**config.mk**
```make
export PLATFORM = sky130hd
export DESIGN_NAME = ac_conductivity_sequencer_core
export DESIGN_NICKNAME = d
export VERILOG_FILES = /design/src/design/acs_pkg.sv /design/src/design/acs_ctrl.sv /design/src/design/acs_datapath.sv /design/src/design/ac_conductivity_sequencer_core.sv
export SDC_FILE = /design/constraint.sdc
export NUM_CORES = 1
export LEC_CHECK = 0
export BUFFER_PORTS_ARGS = -buffer_cell sky130_fd_sc_hd__buf_2
export CAP_MARGIN = 15
export CORE_MARGIN = 8
export CORE_UTILIZATION = 56
export DETAILED_ROUTE_END_ITERATION = 8
export GPL_ROUTABILITY_DRIVEN = 0
export PLACE_DENSITY = 0.86
export SYNTH_ARGS = -nofsm -noshare
export SYNTH_HDL_FRONTEND = slang
export SYNTH_SLANG_ARGS = --single-unit
```
**constraint.sdc**
```tcl
create_clock -name clk -period 4.1 [get_ports clk]
set_input_delay 0 -clock clk [delete_from_list [all_inputs] [get_ports clk]]
set_output_delay 0 -clock clk [all_outputs]
set_load 0.05 [all_outputs]
```
**src/design/acs_pkg.sv**
```systemverilog
package acs_pkg;

    localparam int SAMPLE_BITS = 12;
    localparam int COUNT_BITS  = 10;
    localparam int SUM_BITS    = SAMPLE_BITS + COUNT_BITS;
    localparam int TIME_BITS   = 32;
    localparam int WAIT_BITS   = 16;
    localparam int EC_BITS     = 16;
    localparam int CFG_IDX_BITS  = 2;
    localparam int CFG_DATA_BITS = 16;

    localparam logic [CFG_IDX_BITS-1:0] CFG_CYCLE_COUNT = 2'd0;
    localparam logic [CFG_IDX_BITS-1:0] CFG_HALF_PERIOD = 2'd1;
    localparam logic [CFG_IDX_BITS-1:0] CFG_SETTLE      = 2'd2;

    typedef struct packed {
        logic [TIME_BITS-1:0]   now_ms;
        logic [SAMPLE_BITS-1:0] adc_sample;
    } sample_word_t;

    typedef struct packed {
        logic               drive_enable;
        logic               pos_drive;
        logic               neg_drive;
        logic               result_valid;
        logic [EC_BITS-1:0] ec_mean;
    } report_word_t;

    typedef struct packed {
        logic capture;
        logic step;
        logic div_start;
        logic div_run;
        logic div_finish;
        logic load_out;
    } acs_cmd_t;

    typedef struct packed {
        logic need_div;
        logic div_last;
        logic out_free;
    } acs_status_t;

endpackage

```
**src/design/acs_ctrl.sv**
```systemverilog
module acs_ctrl
    import acs_pkg::*;
(
    input  logic        clk,
    input  logic        rst_n,
    input  logic        sample_valid,
    output logic        sample_stall,
    input  acs_status_t status,
    output acs_cmd_t    cmd
);

    typedef enum logic [2:0] {
        S_IDLE,
        S_EXEC,
        S_DIV,
        S_FINISH,
        S_EMIT
    } ctrl_state_t;

    ctrl_state_t state_reg;
    ctrl_state_t state_next;

    always_comb
    begin
        state_next = state_reg;
        cmd        = '0;
        case (state_reg)
            S_IDLE:
            begin
                cmd.capture = sample_valid;
                if (sample_valid)
                begin
                    state_next = S_EXEC;
                end
            end
            S_EXEC:
            begin
                cmd.step = 1'b1;
                if (status.need_div)
                begin
                    cmd.div_start = 1'b1;
                    state_next    = S_DIV;
                end
                else
                begin
                    state_next = S_EMIT;
                end
            end
            S_DIV:
            begin
                cmd.div_run = 1'b1;
                if (status.div_last)
                begin
                    state_next = S_FINISH;
                end
            end
            S_FINISH:
            begin
                cmd.div_finish = 1'b1;
                state_next     = S_EMIT;
            end
            S_EMIT:
            begin
                if (status.out_free)
                begin
                    cmd.load_out = 1'b1;
                    state_next   = S_IDLE;
                end
            end
            default:
            begin
                state_next = S_IDLE;
            end
        endcase
    end

    assign sample_stall = (state_reg != S_IDLE);

    always_ff @(posedge clk or negedge rst_n)
    begin
        if (!rst_n)
        begin
            state_reg <= S_IDLE;
        end
        else
        begin
            state_reg <= state_next;
        end
    end

endmodule

```
**src/design/acs_datapath.sv**
```systemverilog
module acs_datapath
    import acs_pkg::*;
#(
    parameter int FRACTION_BITS = 4
)
(
    input  logic                     clk,
    input  logic                     rst_n,
    input  sample_word_t             sample_word,
    input  logic                     cfg_valid,
    output logic                     cfg_ready,
    input  logic [CFG_IDX_BITS-1:0]  cfg_index,
    input  logic [CFG_DATA_BITS-1:0] cfg_data,
    output logic                     report_valid,
    input  logic                     report_stall,
    output report_word_t             report_word,
    input  acs_cmd_t                 cmd,
    output acs_status_t              status
);

    localparam int TOT_BITS = SUM_BITS + 1 + FRACTION_BITS;
    localparam int DIV_BITS = COUNT_BITS + 1;
    localparam int STEP_W   = $clog2(TOT_BITS);

    localparam logic [3:0] PH_START      = 4'd0;
    localparam logic [3:0] PH_SETTLE     = 4'd1;
    localparam logic [3:0] PH_INIT       = 4'd2;
    localparam logic [3:0] PH_CHECK      = 4'd3;
    localparam logic [3:0] PH_WAIT_POS   = 4'd4;
    localparam logic [3:0] PH_SAMPLE_POS = 4'd5;
    localparam logic [3:0] PH_WAIT_NEG   = 4'd6;
    localparam logic [3:0] PH_SAMPLE_NEG = 4'd7;
    localparam logic [3:0] PH_REENABLE   = 4'd8;

    logic [COUNT_BITS-1:0] cycle_count_reg;
    logic [WAIT_BITS-1:0]  half_period_reg;
    logic [WAIT_BITS-1:0]  settle_reg;

    sample_word_t          in_reg;

    logic [3:0]            phase_reg, phase_next;
    logic [TIME_BITS-1:0]  mark_reg, mark_next;
    logic [COUNT_BITS-1:0] cycles_reg, cycles_next;
    logic [SUM_BITS-1:0]   pos_sum_reg, pos_sum_next;
    logic [SUM_BITS-1:0]   neg_sum_reg, neg_sum_next;
    logic                  en_reg, en_next;
    logic                  pos_reg, pos_next;
    logic                  neg_reg, neg_next;
    logic                  flag_reg, flag_next;
    logic [EC_BITS-1:0]    held_reg;

    logic [DIV_BITS-1:0]   rem_reg;
    logic [TOT_BITS-1:0]   quo_reg;
    logic [STEP_W-1:0]     step_reg;
    logic [DIV_BITS:0]     trial;
    logic                  trial_ok;
    logic [DIV_BITS-1:0]   divisor;
    logic [TOT_BITS-1:0]   dividend;

    logic [TIME_BITS-1:0]  elapsed;
    logic                  settle_done;
    logic                  half_done;
    logic                  more_cycles;

    logic                  out_valid_reg;
    report_word_t          out_word_reg;

    assign elapsed     = in_reg.now_ms - mark_reg;
    assign settle_done = elapsed >= {{(TIME_BITS-WAIT_BITS){1'b0}}, settle_reg};
    assign half_done   = elapsed >= {{(TIME_BITS-WAIT_BITS){1'b0}}, half_period_reg};
    assign more_cycles = cycles_reg < cycle_count_reg;

    always_comb
    begin
        phase_next   = phase_reg;
        mark_next    = mark_reg;
        cycles_next  = cycles_reg;
        pos_sum_next = pos_sum_reg;
        neg_sum_next = neg_sum_reg;
        en_next      = en_reg;
        pos_next     = pos_reg;
        neg_next     = neg_reg;
        flag_next    = 1'b0;
        case (phase_reg)
            PH_SETTLE:
            begin
                if (settle_done)
                begin
                    phase_next = PH_INIT;
                end
            end
            PH_INIT:
            begin
                en_next      = 1'b1;
                cycles_next  = '0;
                pos_sum_next = '0;
                neg_sum_next = '0;
                phase_next   = PH_CHECK;
            end
            PH_CHECK:
            begin
                if (more_cycles)
                begin
                    pos_next   = 1'b1;
                    neg_next   = 1'b0;
                    mark_next  = in_reg.now_ms;
                    phase_next = PH_WAIT_POS;
                end
                else
                begin
                    en_next    = 1'b0;
                    flag_next  = 1'b1;
                    phase_next = PH_START;
                end
            end
            PH_WAIT_POS:
            begin
                if (half_done)
                begin
                    phase_next = PH_SAMPLE_POS;
                end
            end
            PH_SAMPLE_POS:
            begin
                pos_sum_next = pos_sum_reg + SUM_BITS'(in_reg.adc_sample);
                pos_next     = 1'b0;
                neg_next     = 1'b1;
                mark_next    = in_reg.now_ms;
                phase_next   = PH_WAIT_NEG;
            end
            PH_WAIT_NEG:
            begin
                if (half_done)
                begin
                    phase_next = PH_SAMPLE_NEG;
                end
            end
            PH_SAMPLE_NEG:
            begin
                neg_sum_next = neg_sum_reg + SUM_BITS'(in_reg.adc_sample);
                neg_next     = 1'b0;
                cycles_next  = cycles_reg + 1'b1;
                phase_next   = PH_REENABLE;
            end
            PH_REENABLE:
            begin
                en_next    = 1'b1;
                phase_next = PH_CHECK;
            end
            default:
            begin
                mark_next  = in_reg.now_ms;
                phase_next = PH_SETTLE;
            end
        endcase
    end

    assign divisor  = {cycles_reg, 1'b0};
    assign dividend = (TOT_BITS'(pos_sum_reg) + TOT_BITS'(neg_sum_reg)) << FRACTION_BITS;
    assign trial    = {rem_reg, quo_reg[TOT_BITS-1]};
    assign trial_ok = trial >= {1'b0, divisor};

    assign status.need_div = (phase_reg == PH_CHECK) && !more_cycles;
    assign status.div_last = (step_reg == STEP_W'(TOT_BITS - 1));
    assign status.out_free = !out_valid_reg || !report_stall;

    assign cfg_ready    = 1'b1;
    assign report_valid = out_valid_reg;
    assign report_word  = out_word_reg;

    always_ff @(posedge clk or negedge rst_n)
    begin
        if (!rst_n)
        begin
            cycle_count_reg <= COUNT_BITS'(10);
            half_period_reg <= WAIT_BITS'(10);
            settle_reg      <= WAIT_BITS'(100);
            phase_reg       <= PH_START;
            mark_reg        <= '0;
            cycles_reg      <= '0;
            pos_sum_reg     <= '0;
            neg_sum_reg     <= '0;
            en_reg          <= 1'b0;
            pos_reg         <= 1'b0;
            neg_reg         <= 1'b0;
            flag_reg        <= 1'b0;
            held_reg        <= '0;
            step_reg        <= '0;
            out_valid_reg   <= 1'b0;
        end
        else
        begin
            if (cfg_valid)
            begin
                case (cfg_index)
                    CFG_CYCLE_COUNT: cycle_count_reg <= cfg_data[COUNT_BITS-1:0];
                    CFG_HALF_PERIOD: half_period_reg <= cfg_data;
                    CFG_SETTLE:      settle_reg      <= cfg_data;
                    default:         ;
                endcase
            end
            if (cmd.step)
            begin
                phase_reg   <= phase_next;
                mark_reg    <= mark_next;
                cycles_reg  <= cycles_next;
                pos_sum_reg <= pos_sum_next;
                neg_sum_reg <= neg_sum_next;
                en_reg      <= en_next;
                pos_reg     <= pos_next;
                neg_reg     <= neg_next;
                flag_reg    <= flag_next;
            end
            if (cmd.div_start)
            begin
                step_reg <= '0;
            end
            else if (cmd.div_run)
            begin
                step_reg <= step_reg + 1'b1;
            end
            if (cmd.div_finish)
            begin
                if (cycles_reg == '0)
                begin
                    held_reg <= '0;
                end
                else if (quo_reg > TOT_BITS'({EC_BITS{1'b1}}))
                begin
                    held_reg <= {EC_BITS{1'b1}};
                end
                else
                begin
                    held_reg <= quo_reg[EC_BITS-1:0];
                end
            end
            if (cmd.load_out)
            begin
                out_valid_reg <= 1'b1;
            end
            else if (!report_stall)
            begin
                out_valid_reg <= 1'b0;
            end
        end
    end

    always_ff @(posedge clk)
    begin
        if (cmd.capture)
        begin
            in_reg <= sample_word;
        end
        if (cmd.div_start)
        begin
            rem_reg <= '0;
            quo_reg <= dividend;
        end
        else if (cmd.div_run)
        begin
            rem_reg <= trial_ok ? DIV_BITS'(trial - {1'b0, divisor}) : trial[DIV_BITS-1:0];
            quo_reg <= {quo_reg[TOT_BITS-2:0], trial_ok};
        end
        if (cmd.load_out)
        begin
            out_word_reg.drive_enable <= en_reg;
            out_word_reg.pos_drive    <= pos_reg;
            out_word_reg.neg_drive    <= neg_reg;
            out_word_reg.result_valid <= flag_reg;
            out_word_reg.ec_mean      <= held_reg;
        end
    end

endmodule

```
**src/design/ac_conductivity_sequencer_core.sv**
```systemverilog
// ac conductivity sequencer: one sequencer tick per input word
// sample channel: sample_valid / sample_stall, word carries now_ms and adc_sample
// report channel: report_valid / report_stall, one report word per sample word,
//   giving the pin levels after the tick, result_valid and the held ec_mean
// config channel: cfg_valid / cfg_ready (always ready), cfg_index 0 cycle count,
//   1 half period, 2 settle time; other indexes are ignored
// sequence: a sample word is captured in the idle state, its tick runs in the exec
//   state and the report word is registered in the emit state once the output
//   register is free; the next word is taken only after that load
// the tick that ends a measurement runs a restoring divide, one quotient bit a
//   cycle, for 23 + FRACTION_BITS quotient bits, before its report is emitted
// one word is in work at a time; sample_stall is high from acceptance until
//   its report is loaded into the output register
// a report that waits under report_stall holds; the next sample word is taken
//   and worked while it waits, and its report loads once the register frees
// reset: registers 10 / 10 / 100, sequencer at start, drive off, ec_mean 0,
//   no report pending
module ac_conductivity_sequencer_core
    import acs_pkg::*;
#(
    parameter int FRACTION_BITS = 4
)
(
    input  logic                     clk,
    input  logic                     rst_n,
    input  logic                     sample_valid,
    output logic                     sample_stall,
    input  sample_word_t             sample_word,
    output logic                     report_valid,
    input  logic                     report_stall,
    output report_word_t             report_word,
    input  logic                     cfg_valid,
    output logic                     cfg_ready,
    input  logic [CFG_IDX_BITS-1:0]  cfg_index,
    input  logic [CFG_DATA_BITS-1:0] cfg_data
);

    acs_cmd_t    cmd;
    acs_status_t status;

    acs_ctrl u_ctrl (
        .clk          (clk),
        .rst_n        (rst_n),
        .sample_valid (sample_valid),
        .sample_stall (sample_stall),
        .status       (status),
        .cmd          (cmd)
    );

    acs_datapath #(
        .FRACTION_BITS (FRACTION_BITS)
    ) u_datapath (
        .clk          (clk),
        .rst_n        (rst_n),
        .sample_word  (sample_word),
        .cfg_valid    (cfg_valid),
        .cfg_ready    (cfg_ready),
        .cfg_index    (cfg_index),
        .cfg_data     (cfg_data),
        .report_valid (report_valid),
        .report_stall (report_stall),
        .report_word  (report_word),
        .cmd          (cmd),
        .status       (status)
    );

endmodule

```
==> flow_summary.ini, run 1 <==
[worst_setup_path]
start_kind = flop
cp_top_family = compound AO/OA/AOI/OAI gates
end_kind = flop
worstPathCellList = ha_2 -> o21a_1 -> o31a_1 -> a21oi_4 -> buf_4 -> a21boi_2 -> nor2_1 -> xnor2_1 -> ha_1 -> a21oi_1 -> nor2b_1 -> o21ai_1 -> o211ai_1 -> a31o_2 -> a22oi_2 -> nand4_1 -> nor4_4 -> a21oi_2 -> buf_4 -> o211ai_1
crit_type = reg2reg
critPathMaxFanout = 4
critPathArrivalTime_ns = 4.89
critical-path-slowest-cell = edfxtp_1
slowest_delay_ns = 0.42
crit_required_ns = 4.56
critPathBufInv = 2

[placement]
dp_hpwl_um = 26300
placed_cell_area_um2 = 16400
io_buffer_count = 88

[floorplan]
die_y_um = 182
dieArea_um2 = 33200
ios = 90
core_area_um2 = 27500
initial_core_util = 0.563
chipWidth_um = 182
rows = 61

[routing]
drc_errors = 0
routed_wl_um = 42700
drtIter0Drc = 1498
dr.pass1.iters = 6
drtAntennaViolNets = 0
routedWlPerCell_um = 20.5
vias_per_cell = 6.31
num_vias = 13146

[grt]
grt_first_pass_wirelength_um = 66300
globalRouteOverflowTotal = 0
grtUsageTotal = 0.242
grt_max_degree = 73
antenna_found_initial = 1
first_global_vias = 13171

[cts]
clk_latency_ns = 0.56
cts.path.max_buffers = 3
cts_tree = built
cts_buffers = 28
cts_htree_levels = 1
cts-root-buf = clkbuf_16
clk_pin_slew_ns = 0.07
clock-sinks = 263

[timing]
fmax_mhz = 226
setup_slack_ns = -0.330
maxSlewViolCount = 0
setup_viol = 3
fin_setup_tns_ns = -0.905
tightest_slew_ns = 1.14
finalHoldViolations = 0
hold_ws_ns = 0.0380
rsz0062_at_grt = true
skew_ns = 0.0170
maxSlewHeadroom = 0.241
min_period_ns = 4.43
final.period_utilization = 1.08

[layout]
syn2layout_area_growth_pct = 19.3
fin_area_um2 = 18500
layout-drive-gt1-share = 0.178
fin_util = 0.672
nNetsFinal = 1921
largest_reg_flops = 44
antenna_cells = 0

[min_path]
hold_class = in2async

[synth]
avgSynthCellArea_um2 = 10.2
synth_warnings = 0
synth_cell_types = 84
synth-edff-count = 87
synth_area_leaders = dfrtp_1 (25%), edfxtp_1 (17%), ha_1 (11%)
ys_seq_area_frac = 0.449
yosysTopAreaCell = dfrtp_1
async_reset_ff_frac = 0.612
synthCells = 1519
synth_ff_type = dfrtp_1
syn-cell-area_um2 = 15500
synth_top_area_share = 0.249
ys_ff_latch = 263
synthesis.nets = 1723

[power]
power.leakage_nw = 8.44
ir_worst_vdd_mv = 0.458
powerDensity_nw_per_um2 = 691

[flow_run]
drv_cap = 0

[run_status]
violations = negative setup slack
status = finished with violations
-- final timing paths --
check | start | to | slack [ns] | cells past startpoint
max in group asynchronous | rst_n | u_datapath.neg_sum_reg[1]$_DFFE_PN0P_ | 2.91 | 3
min in group clk | sample_word[18] | u_datapath.in_reg[18]$_DFFE_PP_ | 0.15 | 2
worst max register to register | u_datapath.in_reg[14]$_DFFE_PP_ | u_datapath.phase_reg[1]$_DFFE_PN0P_ | -0.33 | 20
worst min register to register | u_datapath.flag_reg$_DFFE_PN0P_ | u_datapath.report_word[16]$_DFFE_PP_ | 0.45 | 0
worst min-delay path | rst_n | u_datapath.neg_sum_reg[10]$_DFFE_PN0P_ | 0.04 | 2
worst max-delay path | u_datapath.in_reg[14]$_DFFE_PP_ | u_datapath.phase_reg[1]$_DFFE_PN0P_ | -0.33 | 20
-- timing repair --
action | 4_1_cts | 5_1_grt
hold buffers | 79 | 0
setup buffers | 3 | 11
hold endpoints to repair | 167 | 0
pin swaps | 20 | 14
endpoints found under the setup margin | 3 | 3
resized for setup | 18 | 21
-- per-layer routing --
layer	wire, µm	part of all wire	track usage
met5	13	0.00030	0
met3	3780	0.088	0.0517
met2	19600	0.46	0.396
met4	2680	0.063	0.116
met1	16600	0.39	0.303
-- logic make-up (layout without fill, tap and decap cells) --
kind of cell               count (synthesis)  in the layout  share of synthesized area
AOI/OAI and AO/OA                        375            375                      0.162
adders and majority gates                137            137                      0.113
muxes                                     85             85                     0.0606
DFF                                      263            263                      0.449
and+or+nand+nor                          417            417                      0.131
xor gates and xnor gates                  74             74                     0.0419
buffers and inverters                    167            387                     0.0424
other                                      1              1                   0.000242
-- cell usage after synthesis, drive strengths merged, types with 18 or more instances --
cell / number
xnor2: 54
clkbuf: 31
edfxtp: 87
nand2: 139
nand4: 19
a21o: 27
a22o: 30
or3: 18
mux2i: 18
a211oi: 19
nand3: 24
o21ai: 93
nor3: 26
ha: 132
xor2: 20
nor2: 99
mux2: 67
inv: 124
a21oi: 94
dfrtp: 154
-- power breakdown --
part | total, mW | switching (mW) | internal (mW) | leakage (nW)
clock network | 2.70 | 1.12 | 1.58 | 0.469
logic | 6.41 | 3.74 | 2.67 | 4.92
registers | 3.64 | 0.396 | 3.24 | 3.04
-- stage by stage --
step,instances,power [mW],setup slack (ns)
5_1_grt,2085,13.4,-0.461
3_5_place_dp,1940,9.05,-0.341
4_1_cts,2074,12.0,-0.175
3_3_place_gp,1940,8.76,-0.164
6_report,2085,12.7,-0.330
2_1_floorplan,1519,7.63,0.00169
-- area by class of cell --
cell class,instances,area (µm²)
Multi-Input combinational cell,1089,8050
Tap cell,346,433
Fill cell,1891,9020
Timing Repair Buffer,211,1580
Clock buffer,38,810
Sequential cell,263,6950
Clock inverter,14,171
Inverter,124,468
-- cells in the final DEF, fill, tap and decap left out, types with 10 or more instances in the layout --
cell / instances
a211oi_1: 17
a21o_1: 27
a21oi_1: 83
a22o_1: 30
and3_1: 10
buf_2: 87
buf_4: 42
clkbuf_16: 29
dfrtp_1: 154
dfxtp_1: 15
dlygate4sd3_1: 79
edfxtp_1: 87
ha_1: 128
inv_1: 123
mux2_2: 66
mux2i_1: 18
nand2_1: 138
nand2b_1: 16
nand3_1: 24
nand4_1: 19
nor2_1: 96
nor2b_1: 11
nor3_1: 24
o211ai_1: 10
o21a_1: 15
o21ai_0: 80
o21bai_1: 17
or2_2: 10
or3_1: 18
xnor2_1: 52
xor2_1: 19
No activity file was read; power rests on OpenSTA's default activity.
==> inputs of run 2 (changes only) <==
ABC_CLOCK_PERIOD_IN_PS = 4100   (was default)
CTS_BUF_LIST = sky130_fd_sc_hd__clkbuf_4 sky130_fd_sc_hd__clkbuf_8 sky130_fd_sc_hd__clkbuf_16   (was default)
==> flow_summary.ini, run 2 (synthesis gave the netlist of run 1 again) <==
[run_status]
status = finished with violations
violations = negative setup slack

[worst_setup_path]
critical-path-slowest-cell = dfrtp_1
cp_top_family = compound AO/OA/AOI/OAI gates
slowest_delay_ns = 0.41
critPathMaxFanout = 4
crit_required_ns = 4.56
crit_type = reg2reg
worstPathCellList = inv_1 -> ha_1 -> a21oi_1 -> o21a_1 -> a2bb2oi_1 -> o211ai_1 -> o21ai_0 -> xnor2_1 -> ha_1 -> nand4_1 -> o211ai_1 -> a31o_2 -> a22oi_2 -> nand4_1 -> nor4_4 -> a21oi_2 -> buf_4 -> o211ai_1
start_kind = flop
critPathBufInv = 2
end_kind = flop
path_common_cell = o211ai_1
critPathArrivalTime_ns = 5.20

[grt]
grt_first_pass_wirelength_um = 64900
grt_max_degree = 73
antenna_found_initial = 1
globalRouteOverflowTotal = 0
grtUsageTotal = 0.236
first_global_vias = 13014

[floorplan]
ios = 90
rows = 61
dieArea_um2 = 33200
initial_core_util = 0.563
chipWidth_um = 182
die_y_um = 182
core_area_um2 = 27500

[placement]
io_buffer_count = 88
dp_hpwl_um = 26300
dp.cells = 1940

[routing]
drtAntennaViolNets = 0
dr.pass1.iters = 8
drc_errors = 0
routed_wl_um = 43500
num_vias = 13339
routedWlPerCell_um = 20.9
drtIter0Drc = 1704
vias_per_cell = 6.40

[timing]
rsz0062_at_grt = true
final.period_utilization = 1.16
finalHoldViolations = 0
tightest_slew_ns = 1.19
setup_viol = 3
hold_ws_ns = 0.0409
maxSlewViolCount = 0
min_period_ns = 4.74
setup_slack_ns = -0.645
fmax_mhz = 211
maxSlewHeadroom = 0.203
skew_ns = 0.0141

[power]
ir_worst_vdd_mv = 0.457
powerDensity_nw_per_um2 = 703
power.leakage_nw = 8.47

[cts]
cts_buffers = 28
clk_pin_slew_ns = 0.07
cts_htree_levels = 1
clock-sinks = 263
clk_latency_ns = 0.56
cts-root-buf = clkbuf_16
cts_tree = built
cts.path.max_buffers = 3

[layout]
fin_cells = 2085
syn2layout_area_growth_pct = 19.7
layout_common_cells = dfrtp_1 (154), nand2_1 (137), ha_1 (128)
largest_reg_flops = 44
final_common_cell = dfrtp_1
nNetsFinal = 1920
layout-drive-gt1-share = 0.184

[flow_run]
drv_cap = 0

[min_path]
hold_class = in2async
[run 2: changes by cell type in the layout (fill, tap and decap cells not counted), moves of 2 or more]
cell	previous run	this run
clkbuf_1	4	0
nor2b_1	11	9
clkbuf_4	0	4
xnor2_2	2	4
o21ai_1	9	7
xnor2_1	52	50
[run 2: final timing paths]
| kind | from | end | slack [ns] | depth (start not counted) |
|---|---|---|---|---|
| min | rst_n | u_datapath.neg_sum_reg[10]$_DFFE_PN0P_ | 0.04 | 2 |
| min reg2reg | u_datapath.flag_reg$_DFFE_PN0P_ | u_datapath.report_word[16]$_DFFE_PP_ | 0.45 | 0 |
| max | u_datapath.mark_reg[8]$_DFFE_PN0P_ | u_datapath.phase_reg[1]$_DFFE_PN0P_ | -0.64 | 18 |
| max in group asynchronous | rst_n | u_datapath.neg_sum_reg[1]$_DFFE_PN0P_ | 2.92 | 3 |
| max reg2reg | u_datapath.mark_reg[8]$_DFFE_PN0P_ | u_datapath.phase_reg[1]$_DFFE_PN0P_ | -0.64 | 18 |
| min in group clk | sample_word[13] | u_datapath.in_reg[13]$_DFFE_PP_ | 0.15 | 2 |
[run 2: layout make-up]
cell class,instances,area (µm²)
fill,1870,8950
multi-input combinational,1089,8110
sequential,263,6950
timing repair buffer,210,1570
clock buffer,38,825
inverter,124,468
tap,346,433
clock inverter,14,171
antenna,1,2.50
[run 2: power by group]
part / switching (mW) / total [mW] / internal, mW
Clock: 1.11 / 2.71 / 1.61
Sequential: 0.399 / 3.64 / 3.24
Combinational: 3.92 / 6.67 / 2.75
Total: 5.43 / 13.0 / 7.60
[run 2: through the flow]
step,total power [mW],util,setup slack (ns),instance area [µm²],setup TNS (ns)
floorplan,7.63,-,0.00169,15500,0
global placement,8.76,0.598,-0.164,16400,-0.363
detailed placement,9.05,0.598,-0.341,16400,-0.932
CTS,12.0,0.666,-0.174,18300,-0.396
global route,13.6,0.674,-0.877,18500,-2.56
finish,13.0,0.674,-0.645,18500,-1.87
[run 2: metal layers]
layer | routed length, µm | GRT usage
met1 | 16600 | 0.295
met4 | 2700 | 0.112
met3 | 4310 | 0.0499
met2 | 19900 | 0.387
met5 | 13 | 0
[run 2: repair_timing]
item	4_1_cts	5_1_grt
pin swaps	20	22
setup buffers	3	10
hold buffers	79	0
endpoints found under the setup margin	3	3
hold endpoints to repair	167	0
gates resized for setup	18	31
==> inputs of run 3 (changes only) <==
CELL_PAD_IN_SITES_DETAIL_PLACEMENT = 1   (was default)
CELL_PAD_IN_SITES_GLOBAL_PLACEMENT = 1   (was default)
CORE_UTILIZATION = 44   (was 56)
PLACE_DENSITY = 0.85   (was 0.86)
==> flow_summary.ini, run 3 (synthesis gave the netlist of run 1 again) <==
[cts]
cts-root-buf = clkbuf_16
cts_tree = built
clk_latency_ns = 0.58
clk_pin_slew_ns = 0.07
clock-sinks = 263
cts.path.max_buffers = 3
cts_htree_levels = 1
cts_buffers = 30

[run_status]
status = finished with violations
violations = negative setup slack

[layout]
fin_cells = 2196
largest_reg_flops = 44
nNetsFinal = 1921
antenna_cells = 0
fin_area_um2 = 18700
fin_util = 0.539
layout_common_cells = dfrtp_1 (154), nand2_1 (137), ha_1 (125)
syn2layout_area_growth_pct = 20.7
layout-drive-gt1-share = 0.194
final_common_cell = dfrtp_1

[power]
pwr-share-clk = 0.206
p_sw_frac = 0.422
p_int_mw = 7.63
power.switching_mw = 5.57
ir_worst_vdd_mv = 0.388
comb_power_share = 0.516
power_frac_seq = 0.278
powerDensity_nw_per_um2 = 707
power.leakage_nw = 8.50

[flow_run]
drv_cap = 0

[placement]
place_ws_ns = -0.378
dp.cells = 2056
io_buffer_count = 88
dp_hpwl_um = 30900
placed_cell_area_um2 = 16600

[floorplan]
initial_core_util = 0.447
core_area_um2 = 34600
dieArea_um2 = 41400
rows = 68
chipWidth_um = 204
ios = 90
die_y_um = 204

[worst_setup_path]
worstPathCellList = inv_2 -> ha_4 -> nor2b_4 -> o31a_1 -> o21ai_0 -> nand2b_1 -> a21o_1 -> a21oi_1 -> xnor2_1 -> ha_1 -> nor4_1 -> o21ai_0 -> a31o_2 -> a22oi_2 -> nand4_1 -> nor4_4 -> a21oi_2 -> buf_4 -> o211ai_1
r2r_slack_ns = -0.46
slowest_delay_ns = 0.41
critical-path-slowest-cell = dfrtp_1
end_kind = flop
crit_required_ns = 4.57
start_kind = flop
path_common_cell = o21ai_0
crit_type = reg2reg
critPathArrivalTime_ns = 5.03
cp_top_family = compound AO/OA/AOI/OAI gates
critPathMaxFanout = 3
critPathBufInv = 2

[routing]
drtAntennaViolNets = 0
dr.pass1.iters = 5
routedWlPerCell_um = 23.0
drc_errors = 0
vias_per_cell = 6.01
routed_wl_um = 50500
drtIter0Drc = 824
num_vias = 13195

[grt]
grt_max_degree = 95
grt_first_pass_wirelength_um = 78800
first_global_vias = 14333
antenna_found_initial = 0
grtUsageTotal = 0.235
globalRouteOverflowTotal = 0

[timing]
final.period_utilization = 1.11
setup_viol = 3
fmax_mhz = 219
setup_slack_ns = -0.459
maxSlewViolCount = 0
min_period_ns = 4.56
maxSlewHeadroom = 0.202
rsz0062_at_grt = true
skew_ns = 0.0203
finalHoldViolations = 0
tightest_slew_ns = 1.19

[min_path]
hold_class = in2async
run 3: layout make-up:
type | instances | area, µm²
tap | 455 | 569
clock inverter | 5 | 25.0
timing repair buffer | 209 | 1560
sequential | 263 | 6950
clock buffer | 51 | 963
inverter | 124 | 468
fill | 3762 | 16000
multi-input combinational | 1089 | 8140
run 3: power by group through the flow:
| stage | registers (mW) | clock network, mW | logic (mW) |
|---|---|---|---|
| global route | 3.71 | 2.85 | 7.28 |
| finish | 3.67 | 2.72 | 6.81 |
| CTS | 3.63 | 2.72 | 6.10 |
| floorplan | 3.65 | 0 | 3.99 |
| detailed placement | 3.66 | 0 | 5.64 |
| global placement | 3.61 | 0 | 5.32 |
run 3: stage by stage:
stage	hold slack [ns]	setup TNS (ns)	total power, mW
5_1_grt	0.127	-1.56	13.9
2_1_floorplan	-0.296	0	7.63
3_5_place_dp	0.179	-1.04	9.30
3_3_place_gp	0.154	-0.471	8.93
6_report	0.115	-1.24	13.2
4_1_cts	0.117	-0.489	12.4
run 3: worst paths after layout:
check / from / end / cells past startpoint
worst max-delay path: u_datapath.mark_reg[1]$_DFFE_PN0P_ / u_datapath.phase_reg[1]$_DFFE_PN0P_ / 19
worst min-delay path: rst_n / u_datapath.held_reg[9]$_DFFE_PN0P_ / 2
worst max register to register: u_datapath.mark_reg[1]$_DFFE_PN0P_ / u_datapath.phase_reg[1]$_DFFE_PN0P_ / 19
worst min register to register: u_datapath.held_reg[13]$_DFFE_PN0P_ / u_datapath.report_word[13]$_DFFE_PP_ / 0
max in group asynchronous: rst_n / u_datapath.cycle_count_reg[1]$_DFFE_PN1P_ / 3
min in group clk: sample_word[42] / u_datapath.in_reg[42]$_DFFE_PP_ / 2
run 3: repair_timing:
| item | in CTS | in global routing |
|---|---|---|
| hold buffers | 73 | 0 |
| hold endpoints to repair | 182 | 0 |
| setup endpoints to repair | 3 | 3 |
| pin swaps | 26 | 19 |
| cloned | 0 | 0 |
| setup buffers | 8 | 3 |
| gates resized for setup | 29 | 23 |
run 3: routing by layer:
metal,GRT usage,share of wire,vias to the layer above
met5,0,0,-
met4,0.107,0.052,0
met3,0.0346,0.051,190
met2,0.419,0.51,472
met1,0.275,0.39,6665
li1,-,-,5868
run 3: worst reg2reg max path, cell delays in order, from the launching register on:
cell and delay [ns]:
dfrtp_1 0.41, inv_2 0.10, ha_4 0.20, nor2b_4 0.12, o31a_1 0.36, o21ai_0 0.18
nand2b_1 0.11, a21o_1 0.20, a21oi_1 0.18, xnor2_1 0.13, ha_1 0.27, nor4_1 0.39
o21ai_0 0.29, a31o_2 0.31, a22oi_2 0.15, nand4_1 0.19, nor4_4 0.37, a21oi_2 0.12
buf_4 0.16, o211ai_1 0.22
